File: src/hw/rtl/hsfd_pkg.sv
// Shared types and constants for the humidity sensor frame decoder.
// Used by the front end, the frame queue, the scaling back end and the top level.
package hsfd_pkg;

    // CRC-8 of the sensor: polynomial 0x31, initial value 0xFF, MSB first.
    localparam logic [7:0] CRC_INIT = 8'hFF;
    localparam logic [7:0] CRC_POLY = 8'h31;

    // Byte positions within the six-byte measurement frame.
    localparam logic [2:0] POS_T_HI  = 3'd0;
    localparam logic [2:0] POS_T_LO  = 3'd1;
    localparam logic [2:0] POS_T_CRC = 3'd2;
    localparam logic [2:0] POS_H_HI  = 3'd3;
    localparam logic [2:0] POS_H_LO  = 3'd4;
    localparam logic [2:0] POS_H_CRC = 3'd5;

    // Scaling constants, in hundredths.
    localparam logic [14:0] TEMP_SCALE  = 15'd17500;
    localparam logic [13:0] HUMI_SCALE  = 14'd10000;
    localparam logic [14:0] TEMP_OFFSET = 15'd4500;
    localparam logic [15:0] FULL_SCALE  = 16'hFFFF;

    // Default depth of the queue between front and back end.
    localparam int QUEUE_DEPTH_DEF = 4;

    // Result status codes.
    typedef enum logic [1:0] {
        ST_OK       = 2'd0,
        ST_TEMP_CRC = 2'd1,
        ST_HUMI_CRC = 2'd2
    } t_status;

    // One checked frame, handed from the front end to the back end.
    typedef struct packed {
        t_status     status;
        logic [15:0] raw_t;
        logic [15:0] raw_h;
    } t_frame_rec;

    // One CRC-8 update over a byte, bit by bit.
    function automatic logic [7:0] crc8_byte(input logic [7:0] crc, input logic [7:0] data);
        logic [7:0] v;
        v = crc ^ data;
        for (int k = 0; k < 8; k++) begin
            if (v[7]) begin
                v = {v[6:0], 1'b0} ^ CRC_POLY;
            end else begin
                v = {v[6:0], 1'b0};
            end
        end
        return v;
    endfunction

endpackage

File: src/hw/rtl/hsfd_front.sv
// Front end of the frame decoder: tracks byte position, runs the CRC checks
// and assembles the raw words. Depends on hsfd_pkg.
module hsfd_front import hsfd_pkg::*; (
    input  logic       i_clk,
    input  logic       i_rst_n,
    input  logic       i_byte_valid,
    input  logic [7:0] i_data_byte,
    input  logic       i_frame_start,
    input  logic       i_queue_full,
    output logic       o_byte_ready,
    output logic       o_push,
    output t_frame_rec o_rec
);

    logic [2:0]  r_pos,       n_pos;
    logic [7:0]  r_crc,       n_crc;
    logic [15:0] r_temp_word, n_temp_word;
    logic [15:0] r_humi_word, n_humi_word;
    logic        r_temp_bad,  n_temp_bad;

    logic       w_accept;
    logic [2:0] w_pos;

    // A byte is taken whenever the queue has room for a possible frame.
    assign o_byte_ready = !i_queue_full;
    assign w_accept     = i_byte_valid && !i_queue_full;

    // Frame start forces position zero; unused positions also restart.
    always_comb begin
        if (i_frame_start || (r_pos > POS_H_CRC)) begin
            w_pos = POS_T_HI;
        end else begin
            w_pos = r_pos;
        end
    end

    // Next-state update for the byte being accepted.
    always_comb begin
        n_pos       = r_pos;
        n_crc       = r_crc;
        n_temp_word = r_temp_word;
        n_humi_word = r_humi_word;
        n_temp_bad  = r_temp_bad;
        if (w_accept) begin
            unique case (w_pos)
                POS_T_HI: begin
                    n_crc       = crc8_byte(CRC_INIT, i_data_byte);
                    n_temp_word = {i_data_byte, 8'h00};
                    n_pos       = POS_T_LO;
                end
                POS_T_LO: begin
                    n_crc       = crc8_byte(r_crc, i_data_byte);
                    n_temp_word = {r_temp_word[15:8], i_data_byte};
                    n_pos       = POS_T_CRC;
                end
                POS_T_CRC: begin
                    n_temp_bad = (r_crc != i_data_byte);
                    n_crc      = CRC_INIT;
                    n_pos      = POS_H_HI;
                end
                POS_H_HI: begin
                    n_crc       = crc8_byte(CRC_INIT, i_data_byte);
                    n_humi_word = {i_data_byte, 8'h00};
                    n_pos       = POS_H_LO;
                end
                POS_H_LO: begin
                    n_crc       = crc8_byte(r_crc, i_data_byte);
                    n_humi_word = {r_humi_word[15:8], i_data_byte};
                    n_pos       = POS_H_CRC;
                end
                default: begin
                    n_crc = CRC_INIT;
                    n_pos = POS_T_HI;
                end
            endcase
        end
    end

    // The last byte of a frame pushes a record with its status.
    assign o_push = w_accept && (w_pos == POS_H_CRC);

    always_comb begin
        o_rec.raw_t = r_temp_word;
        o_rec.raw_h = r_humi_word;
        priority if (r_temp_bad) begin
            o_rec.status = ST_TEMP_CRC;
        end else if (r_crc != i_data_byte) begin
            o_rec.status = ST_HUMI_CRC;
        end else begin
            o_rec.status = ST_OK;
        end
    end

    always_ff @(posedge i_clk) begin
        if (!i_rst_n) begin
            r_pos       <= POS_T_HI;
            r_crc       <= CRC_INIT;
            r_temp_word <= '0;
            r_humi_word <= '0;
            r_temp_bad  <= 1'b0;
        end else begin
            r_pos       <= n_pos;
            r_crc       <= n_crc;
            r_temp_word <= n_temp_word;
            r_humi_word <= n_humi_word;
            r_temp_bad  <= n_temp_bad;
        end
    end

endmodule

File: src/hw/rtl/hsfd_fifo.sv
// Short register queue of checked frames between front and back end.
// Depends on hsfd_pkg for the frame record type.
module hsfd_fifo import hsfd_pkg::*; #(
    parameter int DEPTH = QUEUE_DEPTH_DEF
) (
    input  logic       i_clk,
    input  logic       i_rst_n,
    input  logic       i_push,
    input  t_frame_rec i_rec,
    input  logic       i_pop,
    output t_frame_rec o_rec,
    output logic       o_empty,
    output logic       o_full
);

    localparam int PW = (DEPTH > 1) ? $clog2(DEPTH) : 1;
    localparam int CW = $clog2(DEPTH + 1);

    t_frame_rec    r_mem [DEPTH];
    logic [PW-1:0] r_wr_ptr, n_wr_ptr;
    logic [PW-1:0] r_rd_ptr, n_rd_ptr;
    logic [CW-1:0] r_count,  n_count;
    logic          w_wr, w_rd;

    assign o_empty = (r_count == '0);
    assign o_full  = (r_count == CW'(DEPTH));
    assign o_rec   = r_mem[r_rd_ptr];
    assign w_wr    = i_push && !o_full;
    assign w_rd    = i_pop && !o_empty;

    // Pointer and fill count update.
    always_comb begin
        n_wr_ptr = r_wr_ptr;
        n_rd_ptr = r_rd_ptr;
        n_count  = r_count;
        if (w_wr) begin
            n_wr_ptr = (r_wr_ptr == PW'(DEPTH - 1)) ? '0 : r_wr_ptr + 1'b1;
        end
        if (w_rd) begin
            n_rd_ptr = (r_rd_ptr == PW'(DEPTH - 1)) ? '0 : r_rd_ptr + 1'b1;
        end
        if (w_wr && !w_rd) begin
            n_count = r_count + 1'b1;
        end else if (w_rd && !w_wr) begin
            n_count = r_count - 1'b1;
        end
    end

    always_ff @(posedge i_clk) begin
        if (!i_rst_n) begin
            r_wr_ptr <= '0;
            r_rd_ptr <= '0;
            r_count  <= '0;
        end else begin
            r_wr_ptr <= n_wr_ptr;
            r_rd_ptr <= n_rd_ptr;
            r_count  <= n_count;
        end
    end

    // Storage needs no reset.
    always_ff @(posedge i_clk) begin
        if (w_wr) begin
            r_mem[r_wr_ptr] <= i_rec;
        end
    end

endmodule

File: src/hw/rtl/hsfd_scale.sv
// Back end of the frame decoder: scales the raw words to hundredths in a
// multiply stage and a quotient estimate stage that feed an output register.
// Depends on hsfd_pkg.
module hsfd_scale import hsfd_pkg::*; (
    input  logic        i_clk,
    input  logic        i_rst_n,
    input  t_frame_rec  i_rec,
    input  logic        i_rec_valid,
    output logic        o_pop,
    output logic        o_valid,
    input  logic        i_ready,
    output logic [31:0] o_data
);

    localparam int PROD_W = 31;

    // Estimate of floor(p / 65535), never above the exact quotient.
    function automatic logic [14:0] div_est(input logic [PROD_W-1:0] p);
        logic [31:0] sum;
        sum = 32'(p) + 32'(p[PROD_W-1:16]);
        return sum[30:16];
    endfunction

    // One correction step: the estimate is at most one below the quotient.
    function automatic logic [14:0] div_fix(input logic [PROD_W-1:0] p,
                                            input logic [14:0] q0);
        logic [31:0] rem;
        rem = 32'(p) + 32'(q0) - {1'b0, q0, 16'h0000};
        return (rem >= 32'(FULL_SCALE)) ? q0 + 1'b1 : q0;
    endfunction

    logic              w_adv;
    logic              r_s1_valid;
    t_status           r_s1_status;
    logic [PROD_W-1:0] r_s1_prod_t, r_s1_prod_h;
    logic              r_s2_valid;
    t_status           r_s2_status;
    logic [PROD_W-1:0] r_s2_prod_t, r_s2_prod_h;
    logic [14:0]       r_s2_q0_t,   r_s2_q0_h;
    logic              r_out_valid;
    logic [31:0]       r_out_data,  n_out_data;
    logic [14:0]       w_q_t,       w_q_h;

    // The pipeline moves when the output register is free or being taken.
    assign w_adv   = !r_out_valid || i_ready;
    assign o_pop   = w_adv && i_rec_valid;
    assign o_valid = r_out_valid;
    assign o_data  = r_out_data;

    // Final quotients, offset and packing of the result.
    always_comb begin
        w_q_t = div_fix(r_s2_prod_t, r_s2_q0_t);
        w_q_h = div_fix(r_s2_prod_h, r_s2_q0_h);
        if (r_s2_status == ST_OK) begin
            n_out_data = {1'b0, w_q_h[13:0], w_q_t - TEMP_OFFSET, r_s2_status};
        end else begin
            n_out_data = {1'b0, 14'd0, 15'd0, r_s2_status};
        end
    end

    // Valid bits of the stages.
    always_ff @(posedge i_clk) begin
        if (!i_rst_n) begin
            r_s1_valid  <= 1'b0;
            r_s2_valid  <= 1'b0;
            r_out_valid <= 1'b0;
        end else if (w_adv) begin
            r_s1_valid  <= i_rec_valid;
            r_s2_valid  <= r_s1_valid;
            r_out_valid <= r_s2_valid;
        end
    end

    // Stage payloads: multiply, estimate, correct.
    always_ff @(posedge i_clk) begin
        if (w_adv) begin
            r_s1_status <= i_rec.status;
            r_s1_prod_t <= PROD_W'(i_rec.raw_t) * PROD_W'(TEMP_SCALE);
            r_s1_prod_h <= PROD_W'(i_rec.raw_h) * PROD_W'(HUMI_SCALE);
            r_s2_status <= r_s1_status;
            r_s2_prod_t <= r_s1_prod_t;
            r_s2_prod_h <= r_s1_prod_h;
            r_s2_q0_t   <= div_est(r_s1_prod_t);
            r_s2_q0_h   <= div_est(r_s1_prod_h);
            r_out_data  <= n_out_data;
        end
    end

endmodule

File: src/hw/rtl/humidity_sensor_frame_decode.sv
// Top level of the humidity sensor frame decoder.
// Depends on hsfd_pkg, hsfd_front, hsfd_fifo and hsfd_scale.
//
// Usage:
//   The slave channel takes one byte of the six-byte measurement frame per
//   transaction: tdata carries the byte, tuser marks the first byte of a frame
//   and resets the byte position. Frames are temperature word, its CRC,
//   humidity word, its CRC. The sixth byte of a frame yields one transaction
//   on the master channel with the status, the temperature in hundredths of a
//   degree and the humidity in hundredths of a percent (values zero on a CRC
//   mismatch); other bytes yield none.
//   Throughput is one byte per cycle while the frame queue is not full. The
//   sixth byte of a frame is written into the frame queue, then passes the
//   multiply stage and the quotient estimate stage, whose corrected quotient
//   is loaded into the output register that drives the master channel.
//   When the receiver stalls, the scaling pipeline holds, the frame queue
//   fills and s_axis_tready drops once the queue is full.
//   Reset clears the byte position, the CRC state, the queue and all valid
//   flags; the block is ready for a byte as soon as reset is released.
module humidity_sensor_frame_decode import hsfd_pkg::*; #(
    parameter int QUEUE_DEPTH = QUEUE_DEPTH_DEF
) (
    input  logic        i_clk,
    input  logic        i_rst_n,
    input  logic        s_axis_tvalid,
    output logic        s_axis_tready,
    input  logic [7:0]  s_axis_tdata,  // [7:0] data_byte
    input  logic        s_axis_tuser,  // [0] frame_start
    output logic        m_axis_tvalid,
    input  logic        m_axis_tready,
    output logic [31:0] m_axis_tdata   // [1:0] status, [16:2] temperature_centi,
                                       // [30:17] humidity_centi, [31] zero
);

    logic       w_push;
    logic       w_pop;
    logic       w_empty;
    logic       w_full;
    t_frame_rec w_front_rec;
    t_frame_rec w_queue_rec;

    // Position tracking and CRC checks.
    hsfd_front u_front (
        .i_clk         (i_clk),
        .i_rst_n       (i_rst_n),
        .i_byte_valid  (s_axis_tvalid),
        .i_data_byte   (s_axis_tdata),
        .i_frame_start (s_axis_tuser),
        .i_queue_full  (w_full),
        .o_byte_ready  (s_axis_tready),
        .o_push        (w_push),
        .o_rec         (w_front_rec)
    );

    // Queue of checked frames.
    hsfd_fifo #(
        .DEPTH (QUEUE_DEPTH)
    ) u_fifo (
        .i_clk   (i_clk),
        .i_rst_n (i_rst_n),
        .i_push  (w_push),
        .i_rec   (w_front_rec),
        .i_pop   (w_pop),
        .o_rec   (w_queue_rec),
        .o_empty (w_empty),
        .o_full  (w_full)
    );

    // Scaling pipeline and output register.
    hsfd_scale u_scale (
        .i_clk       (i_clk),
        .i_rst_n     (i_rst_n),
        .i_rec       (w_queue_rec),
        .i_rec_valid (!w_empty),
        .o_pop       (w_pop),
        .o_valid     (m_axis_tvalid),
        .i_ready     (m_axis_tready),
        .o_data      (m_axis_tdata)
    );

`ifndef SYNTHESIS
    // A failed check always reports zero values.
    a_bad_crc_zero: assert property (@(posedge i_clk) disable iff (!i_rst_n)
        (m_axis_tvalid && (m_axis_tdata[1:0] != ST_OK))
            |-> (m_axis_tdata[30:2] == 29'd0))
        else $error("nonzero values on a CRC mismatch");

    // Scaled values stay within the sensor range.
    a_range: assert property (@(posedge i_clk) disable iff (!i_rst_n)
        m_axis_tvalid |-> ((m_axis_tdata[30:17] <= 14'd10000)
            && ($signed(m_axis_tdata[16:2]) >= -15'sd4500)
            && ($signed(m_axis_tdata[16:2]) <= 15'sd13000)
            && (m_axis_tdata[1:0] != 2'd3)))
        else $error("result out of range");

    // A frame is never pushed into a full queue.
    a_no_overflow: assert property (@(posedge i_clk) disable iff (!i_rst_n)
        w_full |-> !w_push)
        else $error("frame pushed into full queue");
`endif

endmodule

File: config.mk
export PLATFORM = sky130hd
export DESIGN_NAME = humidity_sensor_frame_decode
export DESIGN_NICKNAME = d
export VERILOG_FILES = /design/src/hw/rtl/hsfd_pkg.sv /design/src/hw/rtl/hsfd_front.sv /design/src/hw/rtl/hsfd_fifo.sv /design/src/hw/rtl/hsfd_scale.sv /design/src/hw/rtl/humidity_sensor_frame_decode.sv
export SDC_FILE = /design/constraint.sdc
export NUM_CORES = 1
export LEC_CHECK = 0
export BUFFER_PORTS_ARGS = -buffer_cell sky130_fd_sc_hd__buf_2
export CAP_MARGIN = 10
export CORE_MARGIN = 1.5
export CORE_UTILIZATION = 55
export CTS_BUF_LIST = sky130_fd_sc_hd__clkbuf_4 sky130_fd_sc_hd__clkbuf_8
export DETAILED_ROUTE_END_ITERATION = 10
export PLACE_DENSITY = 0.73
export SYNTH_ARGS = -nofsm -noshare
export SYNTH_HDL_FRONTEND = slang
export SYNTH_SLANG_ARGS = --single-unit
File: constraint.sdc
create_clock -name i_clk -period 15.5 [get_ports i_clk]
set_input_delay 0 -clock i_clk [delete_from_list [all_inputs] [get_ports i_clk]]
set_output_delay 0 -clock i_clk [all_outputs]
set_load 0.02 [all_outputs]
==> results of run 1 <==
[flip-flops by register name, indices dropped and copies added, names as in the netlist, 2 cells and up, named ones only]
signal	count
u_fifo.r_mem	136
u_scale.o_data	31
u_scale.r_s1_prod_t	29
u_scale.r_s2_prod_t	29
u_scale.r_s1_prod_h	26
u_scale.r_s2_prod_h	26
u_front.r_humi_word	16
u_front.r_temp_word	16
u_scale.r_s2_q0_h	15
u_scale.r_s2_q0_t	15
u_front.r_crc	8
u_fifo.r_count	3
u_front.r_pos	3
u_fifo.r_rd_ptr	2
u_fifo.r_wr_ptr	2
u_scale.r_s1_status	2
u_scale.r_s2_status	2
[worst paths after layout]
path,from,cells past startpoint,end,slack (ns)
min reg2reg,u_scale.r_s1_status[0],0,u_scale.r_s2_status[0],0.42
max,flop,25,u_scale.r_s1_prod_t[30],7.68
max reg2reg,flop,25,u_scale.r_s1_prod_t[30],7.68
min,s_axis_tdata[3],4,u_front.r_humi_word[11],0.32
[timing repair]
| item | 4_1_cts | 5_1_grt |
|---|---|---|
| hold buffers | 15 | 0 |
| setup buffers | 0 | 0 |
| endpoints found under the hold margin | 54 | 0 |
[kinds of logic (layout without fill, tap and decap cells)]
| kind of cell | after synthesis | after routing | synth area share (%) |
|---|---|---|---|
| buf+inv | 423 | 549 | 6.47 |
| xor+xnor | 161 | 161 | 5.64 |
| compound gates | 392 | 392 | 10.5 |
| simple gates | 467 | 467 | 9.24 |
| fa+ha+maj | 393 | 393 | 22.1 |
| other cells | 1 | 2 | 0.0150 |
| flops | 367 | 367 | 41.8 |
| mux | 62 | 62 | 4.20 |
[metrics by stage]
| step | util (%) | cell area, um2 |
|---|---|---|
| after floorplan | - | 25000 |
| after global placement | 58.0 | 25800 |
| after detailed placement | 58.0 | 25800 |
| after CTS | 61.2 | 27200 |
| after global routing | 61.2 | 27200 |
| final | 61.2 | 27200 |
[cell usage in the layout (no fill, tap or decap), drive strengths merged, types with 54 or more instances in the layout]
master	synthesis	final
nor2	109	109
dfxtp	56	56
fa	81	81
clkbuf	35	73
buf	14	54
ha	312	312
edfxtp	311	311
a21oi	101	101
nand2	124	124
inv	374	376
o21ai	72	72
xnor2	120	120
[final cells by class]
cell class	instances	area [um2]	area share (%)
clock inverter	33	320	1.18
antenna	1	2.50	0.00919
tap	592	741	2.72
timing repair buffer	69	443	1.63
sequential	367	10500	38.4
clock buffer	73	930	3.41
inverter	374	1410	5.17
multi-input combinational	1476	12900	47.5
[per-layer routing]
metal / up-vias / track usage, %
met5: - / 0
li1: 8153 / -
met3: 63 / 2.79
met1: 7882 / 29.1
met4: 0 / 6.39
met2: 347 / 36.7
[worst min-delay path, cell delays in order]
cell,delay (ns)
dlygate4sd3_1,0.53
buf_2,0.21
nand2_1,0.08
a21boi_0,0.07
==> metrics, run 1 <==
outcome=completed; uppermost layer routed=met4; flops & latches, synth=between 300 and 400; PnR worst setup slack=about 7.7 ns; Initial Util=56.2%; Worst path most repeated cell=inv_1; delay-heaviest family, CP=compound AO/OA/AOI/OAI gates; clock skew=0.0416 ns; fmax=128 MHz; top post-synthesis cells by area=edfxtp_1 37%, ha_1 16%, fa_1 6.5%; vias post-DR=16400; share of cells above drive strength 1=under 10%; CTS Buf Count=58; arrival time worst endpoint=8.21 ns; Synthesized Nets=between 2000 and 3000; synthesized area=0.0250 mm2; Pre-antenna DRT Iters=5; WL met3=1.98 mm; leading area contributor after synthesis=edfxtp_1; RSZ-0062 raised after global routing=false; first-pass GRT wire length=roughly 82 mm; Max FO, Critical Path=34; max incr delay on CP=a little over 0.8 ns; DP Cell Count=between 2000 and 3000; DIE WIDTH=216 um; Via density=5.51; cell with the most instances after synthesis=inv_1; H-tree depth=2; antenna violations before repair=1; Critical Path Sink Type=flop; Worst-path clk slew=0.07 ns; Yosys cell types=79; Layout area overhead=8.93%; Final ANT Viol Nets=0; Synthesis Warnings=0; largest net degree at the start of global routing=93; wire per inst=16.6 um; Slew Viols, Final=0; Initial DRC Count=1098; max_cap viols=0; fin crit period=7.82 ns; Syn Inst Count=around 2300; top cells by count, synth=374 x inv_1, 312 x ha_1, 311 x edfxtp_1; Finished Layout Cells=2985; critical path class=flop to flop; Total Wirelength=49.6 mm; Clock Sink Count=roughly 370; DP HPWL=37.8 mm; top cell type's share of synthesized area=37.3%; sequential fraction of the synthesis area=41.8%; Primary FF master, synth=edfxtp_1; DRT met1 WL=about 23 mm; Die Y=~220 um; final setup violation count=0; Critical-path top delay cell=a2111oi_0; core region area=0.0445 mm2; CP Buf/Inv Count=5; number of global-route vias before repair=16400; final hold vios=0; Startpoint Class=flop; Port Buf Inserts=45; Fin Setup TNS=0 ns; Post-synth EDFFs=311; CTS tree=yes; global route overflow=0; ys async rst share=0%; Overall Global Routing Usage=21.6%; DRC=0; Root Driver=clkbuf_8; Resized cells post-CTS=0; metal2 WL=23.8 mm; Layout fillers=3600; relative slew slack=33.5%; Req. time, crit path=15.89 ns; period utilization=50.5%; Avg Cell Area, Syn=11.0 um2; Clock Latency Late Sink=0.64 ns; WHS=roughly 0.32 ns; DIE AREA=0.0468 mm2; Hold WC Path Type=input port to flop; Setup WS pre-CTS=7.64 ns; worst-margin pin slew=0.998 ns; nets=2752; gpl congestion=0.896; num rows=77; maximum clock path buffer count=3; num ports=47
Power of run 1 is left out: the tool's default activity adds up to more than one toggle a clock period on the data nets, which glitch-free logic cannot reach.
==> inputs of run 2 (changes only) <==
PLACE_DENSITY = 0.76   (was 0.73)
clock period = 6.9 ns   (was 15.5 ns; I/O delays follow)
==> run 2 against run 1 <==
Against the previous run: hold slack worse by 0.025 ns; highest routed layer unchanged; utilization is 0.17 points higher; wire length is 2.8% higher; register-to-register slack worse by 7.3 ns; die area stayed put.
==> metrics, run 2 (synthesized netlist as in run 1, its figures left out) <==
Pre-antenna DRT Iters=5 (unchanged); Layout fillers=3499 (was 3600); core region area=0.0445 mm2 (unchanged); post-route cell area=0.0273 mm2 (was 0.0272 mm2); period utilization=94.8% (was 50.5%); final hold vios=0 (unchanged); fmax=153 MHz (was 128 MHz); Slew Viols, Final=0 (unchanged); Layout area overhead=9.23% (was 8.93%); DP HPWL=38.8 mm (was 37.8 mm); nets=2762 (was 2752); clock skew=0.0395 ns (was 0.0416 ns); R2R setup slack=0.36 ns (was 7.68 ns); share of cells above drive strength 1=9.20% (was 8.78%); wire per inst=17.0 um (was 16.6 um); largest net degree at the start of global routing=95 (was 93); critical path class=flop to flop (unchanged); Port Buf Inserts=45 (unchanged); DIE WIDTH=216 um (unchanged); Startpoint Class=flop (unchanged); Placed Instance Area=0.0259 mm2 (was 0.0258 mm2); worst-margin pin slew=1.12 ns (was 0.998 ns); Critical-path top delay cell=mux4_2 (was a2111oi_0); maximum clock path buffer count=3 (unchanged); Initial Util=56.2% (unchanged); Final ANT Viol Nets=0 (unchanged); CTS tree=yes (unchanged); Critical Path Sink Type=flop (unchanged); Fin Setup TNS=0 ns (unchanged); num rows=77 (unchanged); arrival time worst endpoint=6.94 ns (was 8.21 ns); first-pass GRT wire length=84.4 mm (was 81.8 mm); max incr delay on CP=0.59 ns (was 0.82 ns); num ports=47 (unchanged); Overall Global Routing Usage=22.2% (was 21.6%); vias post-DR=16600 (was 16400); Die Y=216 um (unchanged); largest reg by FF count=u_fifo.r_mem (unchanged); fin crit period=6.54 ns (was 7.82 ns); final core occ=61.4% (was 61.2%); most frequent cells in the layout=373 x inv_1, 312 x ha_1, 311 x edfxtp_1, 124 x nand2_1, 120 x xnor2_1 (unchanged); max_cap viols=0 (unchanged); global route overflow=0 (unchanged); Root Driver=clkbuf_8 (unchanged); Initial DRC Count=1106 (was 1098); Finished Layout Cells=2993 (was 2985); final setup violation count=0 (unchanged); DP Cell Count=2868 (was 2863); outcome=completed (unchanged); diode count=0 (was 1); most common library cell in the layout ignoring fill and taps=inv_1 (unchanged); Max FO, Critical Path=6 (was 34); Req. time, crit path=7.30 ns (was 15.89 ns); antenna violations before repair=0 (was 1); Via density=5.56 (was 5.51); RSZ-0062 raised after global routing=false (unchanged); Worst-path clk slew=0.06 ns (was 0.07 ns); Total Wirelength=50.9 mm (was 49.6 mm); Clock Sink Count=367 (unchanged); Hold WC Path Type=input port to flop (unchanged); Clock Latency Late Sink=0.65 ns (was 0.64 ns); DRC=0 (unchanged); max reg flops=136 (unchanged); H-tree depth=2 (unchanged); relative slew slack=25.1% (was 33.5%); gpl congestion=0.931 (was 0.896); number of global-route vias before repair=17100 (was 16400); DIE AREA=0.0468 mm2 (unchanged); CTS Buf Count=59 (was 58)
-- run 2: worst max-delay path: cells and delay by family, from the launching register on --
kind / cells / cell delay, ns
mux: 1 / 0.59
compound gates: 12 / 2.29
fa+ha+maj: 6 / 2.33
xor+xnor: 1 / 0.08
buf+inv: 5 / 0.40
simple gates: 1 / 0.18
flops: 1 / 0.41
-- run 2: layout make-up --
cell class	instances	area, um2	share of cell area (%)
clock buffer	84	1040	3.82
clock inverter	22	189	0.692
inverter	374	1410	5.16
multi-input combinational	1476	12900	47.4
sequential	367	10500	38.3
tap	592	741	2.71
timing repair buffer	78	527	1.93
-- run 2: worst paths after layout --
kind / endpoint / depth (start not counted) / start
min: u_scale.r_s1_valid / 5 / m_axis_tready
max reg2reg: u_scale.r_s1_prod_t[28] / 26 / flop
max: u_scale.r_s1_prod_t[28] / 26 / flop
min reg2reg: u_scale.r_s2_status[0] / 0 / u_scale.r_s1_status[0]
-- run 2: layer usage --
| layer | vias up | wire (um) | track usage (%) |
|---|---|---|---|
| li1 | 8171 | - | - |
| met1 | 7990 | 22900 | 29.2 |
| met2 | 384 | 25000 | 38.3 |
| met3 | 92 | 1940 | 2.69 |
| met4 | 0 | 1120 | 6.97 |
| met5 | - | 0 | 0 |
-- run 2: repair_timing --
| action | 4_1_cts | 5_1_grt |
|---|---|---|
| resized for setup | 0 | 4 |
| setup endpoints to repair | 0 | 2 |
| hold endpoints to repair | 54 | 0 |
| hold buffers | 17 | 0 |
| buffers inserted | 0 | 2 |
-- run 2: per-stage QoR --
| stage | hold slack, ns | setup slack (ns) |
|---|---|---|
| 2_1_floorplan | 0.215 | 0.0283 |
| 3_3_place_gp | 0.364 | 0.341 |
| 3_5_place_dp | 0.368 | 0.186 |
| 4_1_cts | 0.238 | 0.172 |
| 5_1_grt | 0.289 | 0.00369 |
| 6_report | 0.294 | 0.358 |
Power of run 2 is left out for the same reason.
==> inputs of run 3 (changes only) <==
--- a/config.mk
+++ b/config.mk
@@ -6,5 +6,4 @@
 export NUM_CORES = 1
 export LEC_CHECK = 0
-export BUFFER_PORTS_ARGS = -buffer_cell sky130_fd_sc_hd__buf_2
 export CAP_MARGIN = 10
 export CORE_MARGIN = 1.5
@@ -12,5 +11,6 @@
 export CTS_BUF_LIST = sky130_fd_sc_hd__clkbuf_4 sky130_fd_sc_hd__clkbuf_8
 export DETAILED_ROUTE_END_ITERATION = 10
-export PLACE_DENSITY = 0.76
+export DONT_BUFFER_PORTS = 1
+export PLACE_DENSITY = 0.75
 export SYNTH_ARGS = -nofsm -noshare
 export SYNTH_HDL_FRONTEND = slang
==> constraint.sdc (replaced) <==
create_clock -name i_clk -period 6.9 [get_ports i_clk]
set_input_delay 0.69 -clock i_clk [delete_from_list [all_inputs] [get_ports i_clk]]
set_output_delay 0.69 -clock i_clk [all_outputs]
set_load 0.02 [all_outputs]
==> run 3 against run 2 <==
Against the previous run: sequential share of layout area rose by 0.54 points; wire length fell by 1.7%; utilization fell by 0.85 points; die area did not move; count of clock-buffer cells in the layout fell by 1; global-route usage fell by 0.48 points; register-to-register slack got worse by 0.03 ns; hold slack got worse by 0.19 ns; critical path type unchanged; highest routed layer unchanged; critical endpoint is now u_scale.r_s1_prod_t[29]; final area fell by 1.4%.
==> metrics, run 3 (synthesized netlist as in run 1, its figures left out) <==
outcome=completed (unchanged); Initial Util=56.2% (unchanged); Via density=5.58 (was 5.56); Pre-antenna DRT Iters=6 (was 5); antenna violations before repair=0 (unchanged); PnR worst setup slack=0.327 ns (was 0.358 ns); Initial DRC Count=1303 (was 1106); RSZ-0062 raised after global routing=false (unchanged); DRC=0 (unchanged); Final ANT Viol Nets=0 (unchanged); largest reg by FF count=u_fifo.r_mem (unchanged); first-pass GRT wire length=82.4 mm (was 84.4 mm); final core occ=60.5% (was 61.4%); nets=2698 (was 2762); clock skew=0.0407 ns (was 0.0395 ns); vias post-DR=16400 (was 16600); Die Y=216 um (unchanged); worst-margin pin slew=1.03 ns (was 1.12 ns); wire per inst=17.1 um (was 17.0 um); Layout area overhead=7.71% (was 9.23%); period utilization=95.3% (was 94.8%); maximum clock path buffer count=3 (unchanged); Startpoint Class=flop (unchanged); most common library cell in the layout ignoring fill and taps=inv_1 (unchanged); DIE WIDTH=216 um (unchanged); largest net degree at the start of global routing=64 (was 95); diode count=0 (unchanged); Critical Path Sink Type=flop (unchanged); critical path class=flop to flop (unchanged); Slew Viols, Final=0 (unchanged); Total Wirelength=50.1 mm (was 50.9 mm); global route overflow=0 (unchanged); CTS Hold Buffers Added=0 (was 17); Overall Global Routing Usage=21.7% (was 22.2%); Hold Path Cell Cnt=1 (was 5); Placed Instance Area=0.0257 mm2 (was 0.0259 mm2); Clock Latency Late Sink=0.66 ns (was 0.65 ns); Worst-path clk slew=0.07 ns (was 0.06 ns); R2R cell count=26 (unchanged); Port Buf Inserts=0 (was 45); post-CTS setup buffer count=0 (unchanged); fin crit period=6.57 ns (was 6.54 ns); Setup WS pre-CTS=0.0305 ns (was 0.186 ns); final setup violation count=0 (unchanged); DP HPWL=38.2 mm (was 38.8 mm); max reg flops=136 (unchanged); CP Buf/Inv Count=5 (unchanged); Hold WC Path Type=input port to flop (unchanged); post-route cell area=0.0269 mm2 (was 0.0273 mm2); stages on the worst setup path=26 (unchanged); delay-heaviest family, CP=compound AO/OA/AOI/OAI gates (was adder cells); fmax=152 MHz (was 153 MHz); most frequent cells in the layout=373 x inv_1, 312 x ha_1, 311 x edfxtp_1, 124 x nand2_1, 120 x xnor2_1 (unchanged); CTS tree=yes (unchanged); H-tree depth=2 (unchanged); num rows=77 (unchanged); relative slew slack=30.7% (was 25.1%); share of cells above drive strength 1=7.69% (was 9.20%); core region area=0.0445 mm2 (unchanged); max incr delay on CP=0.60 ns (was 0.59 ns); arrival time worst endpoint=6.95 ns (was 6.94 ns); Req. time, crit path=7.27 ns (was 7.30 ns); Root Driver=clkbuf_8 (unchanged); final hold vios=0 (unchanged); CTS Buf Count=58 (was 59); Fin Setup TNS=0 ns (unchanged); max_cap viols=0 (unchanged); num ports=47 (unchanged); number of global-route vias before repair=16500 (was 17100); Clock Sink Count=367 (unchanged); gpl congestion=0.918 (was 0.931); Max FO, Critical Path=8 (was 6); DIE AREA=0.0468 mm2 (unchanged); Critical-path top delay cell=mux4_2 (unchanged)
==> run 3: path summary, 6_finish.rpt <==
check,startpoint,to,slack (ns)
setup / recovery,flop,u_scale.r_s1_prod_t[29],0.33
hold / removal,i_rst_n,u_front.r_crc[4],0.10
setup reg to reg,flop,u_scale.r_s1_prod_t[29],0.33
hold reg to reg,u_scale.r_s1_status[1],u_scale.r_s2_status[1],0.42
==> run 3: repair_timing <==
item | in CTS | in global routing
endpoints found under the hold margin | 0 | 0
setup endpoints to repair | 0 | 5
resized for setup | 0 | 6
==> run 3: metrics by stage <==
step	std cells	hold slack [ns]
floorplan	2266	0.400
global placement	2824	0.409
detailed placement	2824	0.408
CTS	2934	0.0554
global route	2934	0.0688
finish	2934	0.105
==> run 3: per-layer routing <==
layer | routed length [um] | GRT usage [%] | vias up | share of wire [%]
met3 | 2310 | 3.05 | 89 | 4.6
li1 | - | - | 8052 | -
met5 | 0 | 0 | - | 0
met1 | 22700 | 28.7 | 7799 | 45
met2 | 23900 | 36.9 | 422 | 48
met4 | 1120 | 7.22 | 0 | 2.2
==> run 3: layout make-up <==
class / instances / area, um2
inverters: 374 / 1410
multi-input cells: 1476 / 13000
repair buffers: 15 / 116
well taps: 592 / 741
fillers: 3556 / 17600
clock buffers: 83 / 1040
clock inverters: 27 / 198
flip-flops and latches: 367 / 10500
Power of run 3 is left out for the same reason.
